**src/hdl/evlf_pkg.sv**
```systemverilog
// Package: types, step codes and limits of the VLAN/LLC transmit framer.
`default_nettype none

package evlf_pkg;

  localparam int unsigned MAC_W      = 48;
  localparam int unsigned VID_W      = 12;
  localparam int unsigned PRIO_W     = 3;
  localparam int unsigned LEN_W      = 11;
  localparam int unsigned STEP_W     = 5;
  localparam int unsigned CFG_DATA_W = 48;
  localparam int unsigned CFG_IDX_W  = 2;

  localparam logic [LEN_W-1:0] MAX_PAYLOAD = LEN_W'(1496);
  localparam logic [LEN_W-1:0] MIN_PAYLOAD = LEN_W'(1);
  localparam logic [LEN_W-1:0] LLC_BYTES   = LEN_W'(4);
  localparam logic [15:0]      TPID_VLAN   = 16'h8100;

  // Emission steps of one request: header byte positions, then the payload byte.
  localparam logic [STEP_W-1:0] STEP_DMAC = 5'd0;
  localparam logic [STEP_W-1:0] STEP_SMAC = 5'd6;
  localparam logic [STEP_W-1:0] STEP_TPID = 5'd12;
  localparam logic [STEP_W-1:0] STEP_TCI  = 5'd14;
  localparam logic [STEP_W-1:0] STEP_LEN  = 5'd16;
  localparam logic [STEP_W-1:0] STEP_LLC  = 5'd18;
  localparam logic [STEP_W-1:0] STEP_PAY  = 5'd22;

  typedef enum logic [CFG_IDX_W-1:0] {
    CFG_SOURCE_MAC      = 2'd0,
    CFG_DESTINATION_MAC = 2'd1,
    CFG_VLAN_ID         = 2'd2,
    CFG_VLAN_PRIORITY   = 2'd3
  } cfg_reg_e;

  typedef struct packed {
    logic [7:0]       payload_byte;
    logic [LEN_W-1:0] payload_length;
    logic             last_byte;
  } in_item_t;

  typedef struct packed {
    logic [7:0] frame_byte;
    logic       frame_end;
  } out_item_t;

  typedef struct packed {
    logic [MAC_W-1:0]  dmac;
    logic [MAC_W-1:0]  smac;
    logic [VID_W-1:0]  vid;
    logic [PRIO_W-1:0] prio;
  } hdr_cfg_t;

  // Held request and the position of the next byte to emit for it.
  typedef struct packed {
    logic              vld;
    logic [STEP_W-1:0] step;
    in_item_t          item;
  } slot_t;

endpackage

`default_nettype wire

```
**src/hdl/evlf_seq.sv**
```systemverilog
// Request slot and header step sequencer.
`default_nettype none

module evlf_seq (
  input  wire                  clk,
  input  wire                  rst_n,
  input  wire                  in_valid,
  output logic                 in_ready,
  input  evlf_pkg::in_item_t   in_data,
  input  wire                  adv,
  input  wire                  vlan_on,
  output evlf_pkg::slot_t      slot
);

  logic                          vld_r, vld_nxt;
  logic [evlf_pkg::STEP_W-1:0]   step_r, step_nxt;
  evlf_pkg::in_item_t            item_r, item_nxt;
  logic                          inside_r, inside_nxt;
  logic                          take;
  logic                          done;

  assign done     = adv && (step_r == evlf_pkg::STEP_PAY);
  assign in_ready = !vld_r || done;
  assign take     = in_valid && in_ready;

  always_comb begin
    vld_nxt    = vld_r;
    step_nxt   = step_r;
    item_nxt   = item_r;
    inside_nxt = inside_r;
    if (take) begin
      vld_nxt    = 1'b1;
      item_nxt   = in_data;
      step_nxt   = inside_r ? evlf_pkg::STEP_PAY : evlf_pkg::STEP_DMAC;
      inside_nxt = !in_data.last_byte;
    end else if (done) begin
      vld_nxt = 1'b0;
    end else if (adv) begin
      // untagged frames skip TPID and tag word
      if (step_r == (evlf_pkg::STEP_TPID - 5'd1) && !vlan_on) begin
        step_nxt = evlf_pkg::STEP_LEN;
      end else begin
        step_nxt = step_r + 5'd1;
      end
    end
  end

  always_ff @(posedge clk) begin
    if (!rst_n) begin
      vld_r    <= 1'b0;
      inside_r <= 1'b0;
      step_r   <= evlf_pkg::STEP_DMAC;
    end else begin
      vld_r    <= vld_nxt;
      inside_r <= inside_nxt;
      step_r   <= step_nxt;
    end
  end

  always_ff @(posedge clk) begin
    item_r <= item_nxt;
  end

  assign slot = {vld_r, step_r, item_r};

endmodule

`default_nettype wire

```
**src/hdl/evlf_hdr_sel.sv**
```systemverilog
// Frame byte selection for one emission step.
`default_nettype none

module evlf_hdr_sel (
  input  evlf_pkg::hdr_cfg_t   cfg,
  input  evlf_pkg::slot_t      slot,
  output evlf_pkg::out_item_t  res
);

  logic [5:0][7:0]              dmac_b;
  logic [5:0][7:0]              smac_b;
  logic [15:0]                  tci;
  logic [evlf_pkg::LEN_W-1:0]   len_c;
  logic [15:0]                  len_f;
  logic [2:0]                   dsel;
  logic [2:0]                   ssel;

  assign dmac_b = cfg.dmac;
  assign smac_b = cfg.smac;
  // priority in bits 15..13, bit 12 clear, id below: same as the sum
  assign tci    = {cfg.prio, 1'b0, cfg.vid};

  always_comb begin
    if (slot.item.payload_length < evlf_pkg::MIN_PAYLOAD) begin
      len_c = evlf_pkg::MIN_PAYLOAD;
    end else if (slot.item.payload_length > evlf_pkg::MAX_PAYLOAD) begin
      len_c = evlf_pkg::MAX_PAYLOAD;
    end else begin
      len_c = slot.item.payload_length;
    end
  end

  assign len_f = {5'd0, len_c + evlf_pkg::LLC_BYTES};
  assign dsel  = 3'(5'd5 - slot.step);
  assign ssel  = 3'(5'd11 - slot.step);

  always_comb begin
    res.frame_end = 1'b0;
    case (slot.step) inside
      [evlf_pkg::STEP_DMAC : evlf_pkg::STEP_SMAC - 5'd1]: begin
        res.frame_byte = dmac_b[dsel];
      end
      [evlf_pkg::STEP_SMAC : evlf_pkg::STEP_TPID - 5'd1]: begin
        res.frame_byte = smac_b[ssel];
      end
      [evlf_pkg::STEP_TPID : evlf_pkg::STEP_TCI - 5'd1]: begin
        res.frame_byte = slot.step[0] ? evlf_pkg::TPID_VLAN[7:0] : evlf_pkg::TPID_VLAN[15:8];
      end
      [evlf_pkg::STEP_TCI : evlf_pkg::STEP_LEN - 5'd1]: begin
        res.frame_byte = slot.step[0] ? tci[7:0] : tci[15:8];
      end
      [evlf_pkg::STEP_LEN : evlf_pkg::STEP_LLC - 5'd1]: begin
        res.frame_byte = slot.step[0] ? len_f[7:0] : len_f[15:8];
      end
      evlf_pkg::STEP_PAY: begin
        res.frame_byte = slot.item.payload_byte;
        res.frame_end  = slot.item.last_byte;
      end
      default: begin
        // LLC bytes are zero
        res.frame_byte = 8'h00;
      end
    endcase
  end

endmodule

`default_nettype wire

```
**src/hdl/ethernet_vlan_llc_tx_framer_core.sv**
```systemverilog
// Top level of the 802.3 transmit framer with optional 802.1Q tag.
// Usage:
//   in_*  : one payload byte per request, with the frame's byte count (sampled on
//           the first byte only) and a last-byte flag. valid/ready handshake.
//   out_* : one frame byte per request, wire order, frame_end on the last byte.
//   cfg_* : write-only registers (source MAC, destination MAC, VLAN id, priority),
//           written at any edge with cfg_we high; write while the framer is idle.
// The first byte of a frame emits 18 header bytes (22 when vlan_id is non-zero:
// MACs, optional 0x8100 + tag word, length = payload + 4, four zero LLC bytes)
// and then the byte itself, one byte per cycle while out_ready is high (set by the
// single output register); in_ready stays low until that byte leaves. Later bytes
// of a frame are taken likewise, through the request slot and the output register.
// Reset (synchronous, rst_n low) clears the registers to zero, empties the slot and
// the output register and returns to awaiting a frame's first byte.
// When out_ready is low the output register holds its byte; the request slot
// behind it keeps one more request, so in_ready stays high until that slot fills.
`default_nettype none

module ethernet_vlan_llc_tx_framer_core (
  input  wire                                clk,
  input  wire                                rst_n,
  input  wire                                in_valid,
  output logic                               in_ready,
  input  evlf_pkg::in_item_t                 in_data,
  output logic                               out_valid,
  input  wire                                out_ready,
  output evlf_pkg::out_item_t                out_data,
  input  wire                                cfg_we,
  input  wire [evlf_pkg::CFG_IDX_W-1:0]      cfg_index,
  input  wire [evlf_pkg::CFG_DATA_W-1:0]     cfg_wdata
);

  evlf_pkg::hdr_cfg_t   cfg_r, cfg_nxt;
  evlf_pkg::slot_t      slot;
  evlf_pkg::out_item_t  sel_res;
  evlf_pkg::out_item_t  out_data_r;
  logic                 out_valid_r, out_valid_nxt;
  logic                 emit;

  // configuration registers; unknown codes leave everything unchanged
  always_comb begin
    cfg_nxt = cfg_r;
    if (cfg_we) begin
      case (evlf_pkg::cfg_reg_e'(cfg_index))
        evlf_pkg::CFG_SOURCE_MAC:      cfg_nxt.smac = cfg_wdata;
        evlf_pkg::CFG_DESTINATION_MAC: cfg_nxt.dmac = cfg_wdata;
        evlf_pkg::CFG_VLAN_ID:         cfg_nxt.vid  = cfg_wdata[evlf_pkg::VID_W-1:0];
        evlf_pkg::CFG_VLAN_PRIORITY:   cfg_nxt.prio = cfg_wdata[evlf_pkg::PRIO_W-1:0];
        default: begin
          cfg_nxt = cfg_r;
        end
      endcase
    end
  end

  always_ff @(posedge clk) begin
    if (!rst_n) begin
      cfg_r <= '0;
    end else begin
      cfg_r <= cfg_nxt;
    end
  end

  // one byte leaves the slot whenever the output register is free or draining
  assign emit = slot.vld && (!out_valid_r || out_ready);

  evlf_seq u_seq (
    .clk      (clk),
    .rst_n    (rst_n),
    .in_valid (in_valid),
    .in_ready (in_ready),
    .in_data  (in_data),
    .adv      (emit),
    .vlan_on  (|cfg_r.vid),
    .slot     (slot)
  );

  evlf_hdr_sel u_hdr_sel (
    .cfg  (cfg_r),
    .slot (slot),
    .res  (sel_res)
  );

  always_comb begin
    if (emit) begin
      out_valid_nxt = 1'b1;
    end else if (out_ready) begin
      out_valid_nxt = 1'b0;
    end else begin
      out_valid_nxt = out_valid_r;
    end
  end

  always_ff @(posedge clk) begin
    if (!rst_n) begin
      out_valid_r <= 1'b0;
    end else begin
      out_valid_r <= out_valid_nxt;
    end
  end

  always_ff @(posedge clk) begin
    if (emit) begin
      out_data_r <= sel_res;
    end
  end

  assign out_valid = out_valid_r;
  assign out_data  = out_data_r;

endmodule

`default_nettype wire

```
**config.mk**
```make
export PLATFORM = sky130hd
export DESIGN_NAME = ethernet_vlan_llc_tx_framer_core
export DESIGN_NICKNAME = d
export VERILOG_FILES = /design/src/hdl/evlf_pkg.sv /design/src/hdl/evlf_seq.sv /design/src/hdl/evlf_hdr_sel.sv /design/src/hdl/ethernet_vlan_llc_tx_framer_core.sv
export SDC_FILE = /design/constraint.sdc
export NUM_CORES = 1
export LEC_CHECK = 0
export BUFFER_PORTS_ARGS = -buffer_cell sky130_fd_sc_hd__buf_2
export CAP_MARGIN = 40
export CELL_PAD_IN_SITES_DETAIL_PLACEMENT = 1
export CELL_PAD_IN_SITES_GLOBAL_PLACEMENT = 1
export CORE_MARGIN = 5
export CORE_UTILIZATION = 44
export DETAILED_ROUTE_END_ITERATION = 10
export HOLD_SLACK_MARGIN = 0.1
export MAX_ROUTING_LAYER = met4
export PLACE_DENSITY = 0.79
export SYNTH_ARGS = -nofsm -noshare
export SYNTH_HDL_FRONTEND = slang
export SYNTH_SLANG_ARGS = --single-unit
```
**constraint.sdc**
```tcl
create_clock -name clk -period 4.48 [get_ports clk]
set_clock_uncertainty 0.2 [all_clocks]
set_input_delay 0.896 -clock clk [delete_from_list [all_inputs] [get_ports clk]]
set_output_delay 0.896 -clock clk [all_outputs]
set_load 0.02 [all_outputs]
```
==> reports/summary.txt <==
Antenna-violating nets left - 0
Ant. Diodes - 0
Initial Util - 44.6%
Clk_lat worst skew - 0.43 ns
Leakage - 0.00298 uW
CP Max Fanout - 16
Max-Slew Margin vs Limit - 44.4%
Critical Path Source Type - flip-flop
Total of max-cap violations - 0
Syn_area_per_cell - 9.17 sq um
Cell Rows - 46
Die width - 137 microns
Layout area overhead - 16.1%
Hold violation total from the final report - 0
Setup crit end kind - output port
GRT Util Overall - 23.9%
Synth top cells by count - 248 x nand2_1, 119 x dfxtp_1, 108 x a21boi_0, 29 x edfxtp_1, 25 x clkbuf_1
CTS tree - built
Hold_buf cts - 0
Syn_nets - 854
IO Pins - 86
Final WL - 20.8 mm
Via count - 5833
Pwr dens - 386 nW/um^2
Post-synthesis instance total - 770
Dpl hpwl - 15.0 mm
Global route overflow - 0
Peak Freq - 310 MHz
Vias in the first global route - 6311
Antenna violations before repair - 0
Outcome - complete, no violations
Synth top area cells - dfxtp_1 34%, nand2_1 13%, edfxtp_1 12%
Die Y-Extent - 137 microns
Peak VDD IR - 268 uV
Via density - 5.50
CTS sink cnt - 148
Cts repair resizes - 0
Seq cells post-synth - 148
Setup Crit Path Kind - flip-flop to output port
Slowest CP cell - dfxtp_1
RSZ-0062 raised after global routing - no
Biggest area consumer among synthesized cells - dfxtp_1
Post-layout util - 51.8%
Clock slew at reported path FFs - 0.07 ns
Iter 0 DRT Violations - 366
Hold Path Class - flip-flop to flip-flop
Most used DFF post-synth - dfxtp_1
Final Instance Area - 8200 sq um
Total die area - 18700 sq um
Pre-CTS setup slack - 1.48 ns
Cell Area, Synth - 7060 sq um
Core area - 15800 sq um
Top cell type's share of synthesized area - 33.7%
H-tree Lvls - 4
GPL Wtd Cong - 0.899
Slowest stage delay, CP - 0.82 ns
Fin worst setup slack - 1.25 ns
Avg WL per Cell - 19.6 microns
Crit path time final - 3.23 ns
CP Data Required Time - 3.38 ns
Worst path top cell family by delay - flip-flops
Top-count cell post-synth - nand2_1
First-pass iteration count of the detailed router - 7
EDFF count, synth - 29
Crit-path cells - ha_1 > nand4b_4 > o21ai_2 > buf_2
Sequential share of the synthesized area - 46.1%
Multi-input logic area - 3530 sq um
Async SR Flop Fraction - 0%
Port bufs - 85
Area occupied by registers - 3250 sq um
Root buffer cell - clkbuf_16
Final nets - 917
CTS buffer count - 17
Largest net degree at the start of global routing - 81
Transition time of the tightest slew-check pin - 0.830 ns
Period utilisation layout - 72.1%
Max-slew violations - 0
# DRC - 0
Worst hold slack - 0.262 ns
Postcts setup bufs - 0
Crit path buf inv count - 1
CP Data Arrival Time - 2.13 ns
# setup viols final - 0
TNS Setup - 0 ns
Layout cell share with drive strength beyond 1 - 18.4%
Synth Warn # - 0
Post-Place Cell Area - 7630 sq um
Fill cell count - 1861
Cell variety after synth - 62
Clock Tree Buf Depth - 2
First-pass GRT wire length - 33.5 mm
cells by family (layout without fill, tap and decap cells):
kind of cell / after synthesis / count (layout) / share of synthesized area [%]
AOI/OAI and AO/OA: 197 / 197 / 19.7
xor gates and xnor gates: 5 / 5 / 0.620
adders and majority gates: 9 / 9 / 1.59
buffers and inverters: 58 / 132 / 4.13
DFF: 148 / 148 / 46.1
muxes: 42 / 42 / 9.05
and+or+nand+nor: 311 / 311 / 18.9
power by group:
group	leakage, uW	internal, uW	switching, uW
logic	0.00145	129	185
clock network	0.000278	807	577
registers	0.00125	1420	51.5
total	0.00298	2350	814
sequential cells by signal, indices dropped and copies added, names as in the netlist:
signal / count
u_seq.vld_r: 1
u_seq.slot: 20
u_seq.inside_r: 1
out_valid: 1
out_data: 9
cfg_r: 111
u_seq.step_r: 5
per-stage QoR:
| stage | instances | power, uW |
|---|---|---|
| after detailed placement | 1030 | 1810 |
| after global placement | 1027 | 1790 |
| after floorplan | 770 | 1680 |
| after CTS | 1060 | 3190 |
| final | 1060 | 3170 |
| after global routing | 1060 | 3290 |
path summary, 6_finish.rpt:
check / start / end / slack [ns] / depth (start not counted)
max: u_seq.step_r[1] / in_ready / 1.25 / 4
min: cfg_r[35] / cfg_r[35] / 0.26 / 2
max reg2reg: u_seq.step_r[2] / out_data[2] / 1.46 / 7
min reg2reg: cfg_r[35] / cfg_r[35] / 0.26 / 2
cell usage in the layout, fill, tap and decap left out, types with 12 or more instances in the layout:
cell / netlist / routed
a21boi_0: 108 / 108
a21oi_1: 19 / 19
buf_2: 14 / 85
clkbuf_16: 0 / 18
dfxtp_1: 119 / 118
edfxtp_1: 29 / 29
mux2i_1: 23 / 23
mux4_2: 12 / 12
nand2_1: 248 / 248
o21ai_0: 17 / 17
per-layer routing:
layer  part of all wire (%)  track usage [%]  wire length (microns)  vias to the layer above
li1                       -                -                      -                     2804
met1                     44             29.1                   9090                     2867
met2                     50             40.6                  10400                      136
met3                    4.8             5.26                    994                       26
met4                    1.1             5.32                    227                        0
met5                      0                -                      0                        -
layout make-up:
| type | count | share of cell area, % |
|---|---|---|
| Clock buffer | 19 | 5.66 |
| Inverter | 8 | 0.366 |
| Tap cell | 216 | 3.30 |
| Sequential cell | 148 | 39.7 |
| Clock inverter | 11 | 1.21 |
| Timing Repair Buffer | 94 | 6.72 |
| Multi-Input combinational cell | 564 | 43.1 |
worst min-delay path, delay by kind of cell (launching register included):
family | cells | cell delay (ns)
flip-flops | 1 | 0.31
AND/OR/NAND/NOR | 1 | 0.05
AO/OA/AOI/OAI | 1 | 0.06
(Power assumes the default switching activity.)
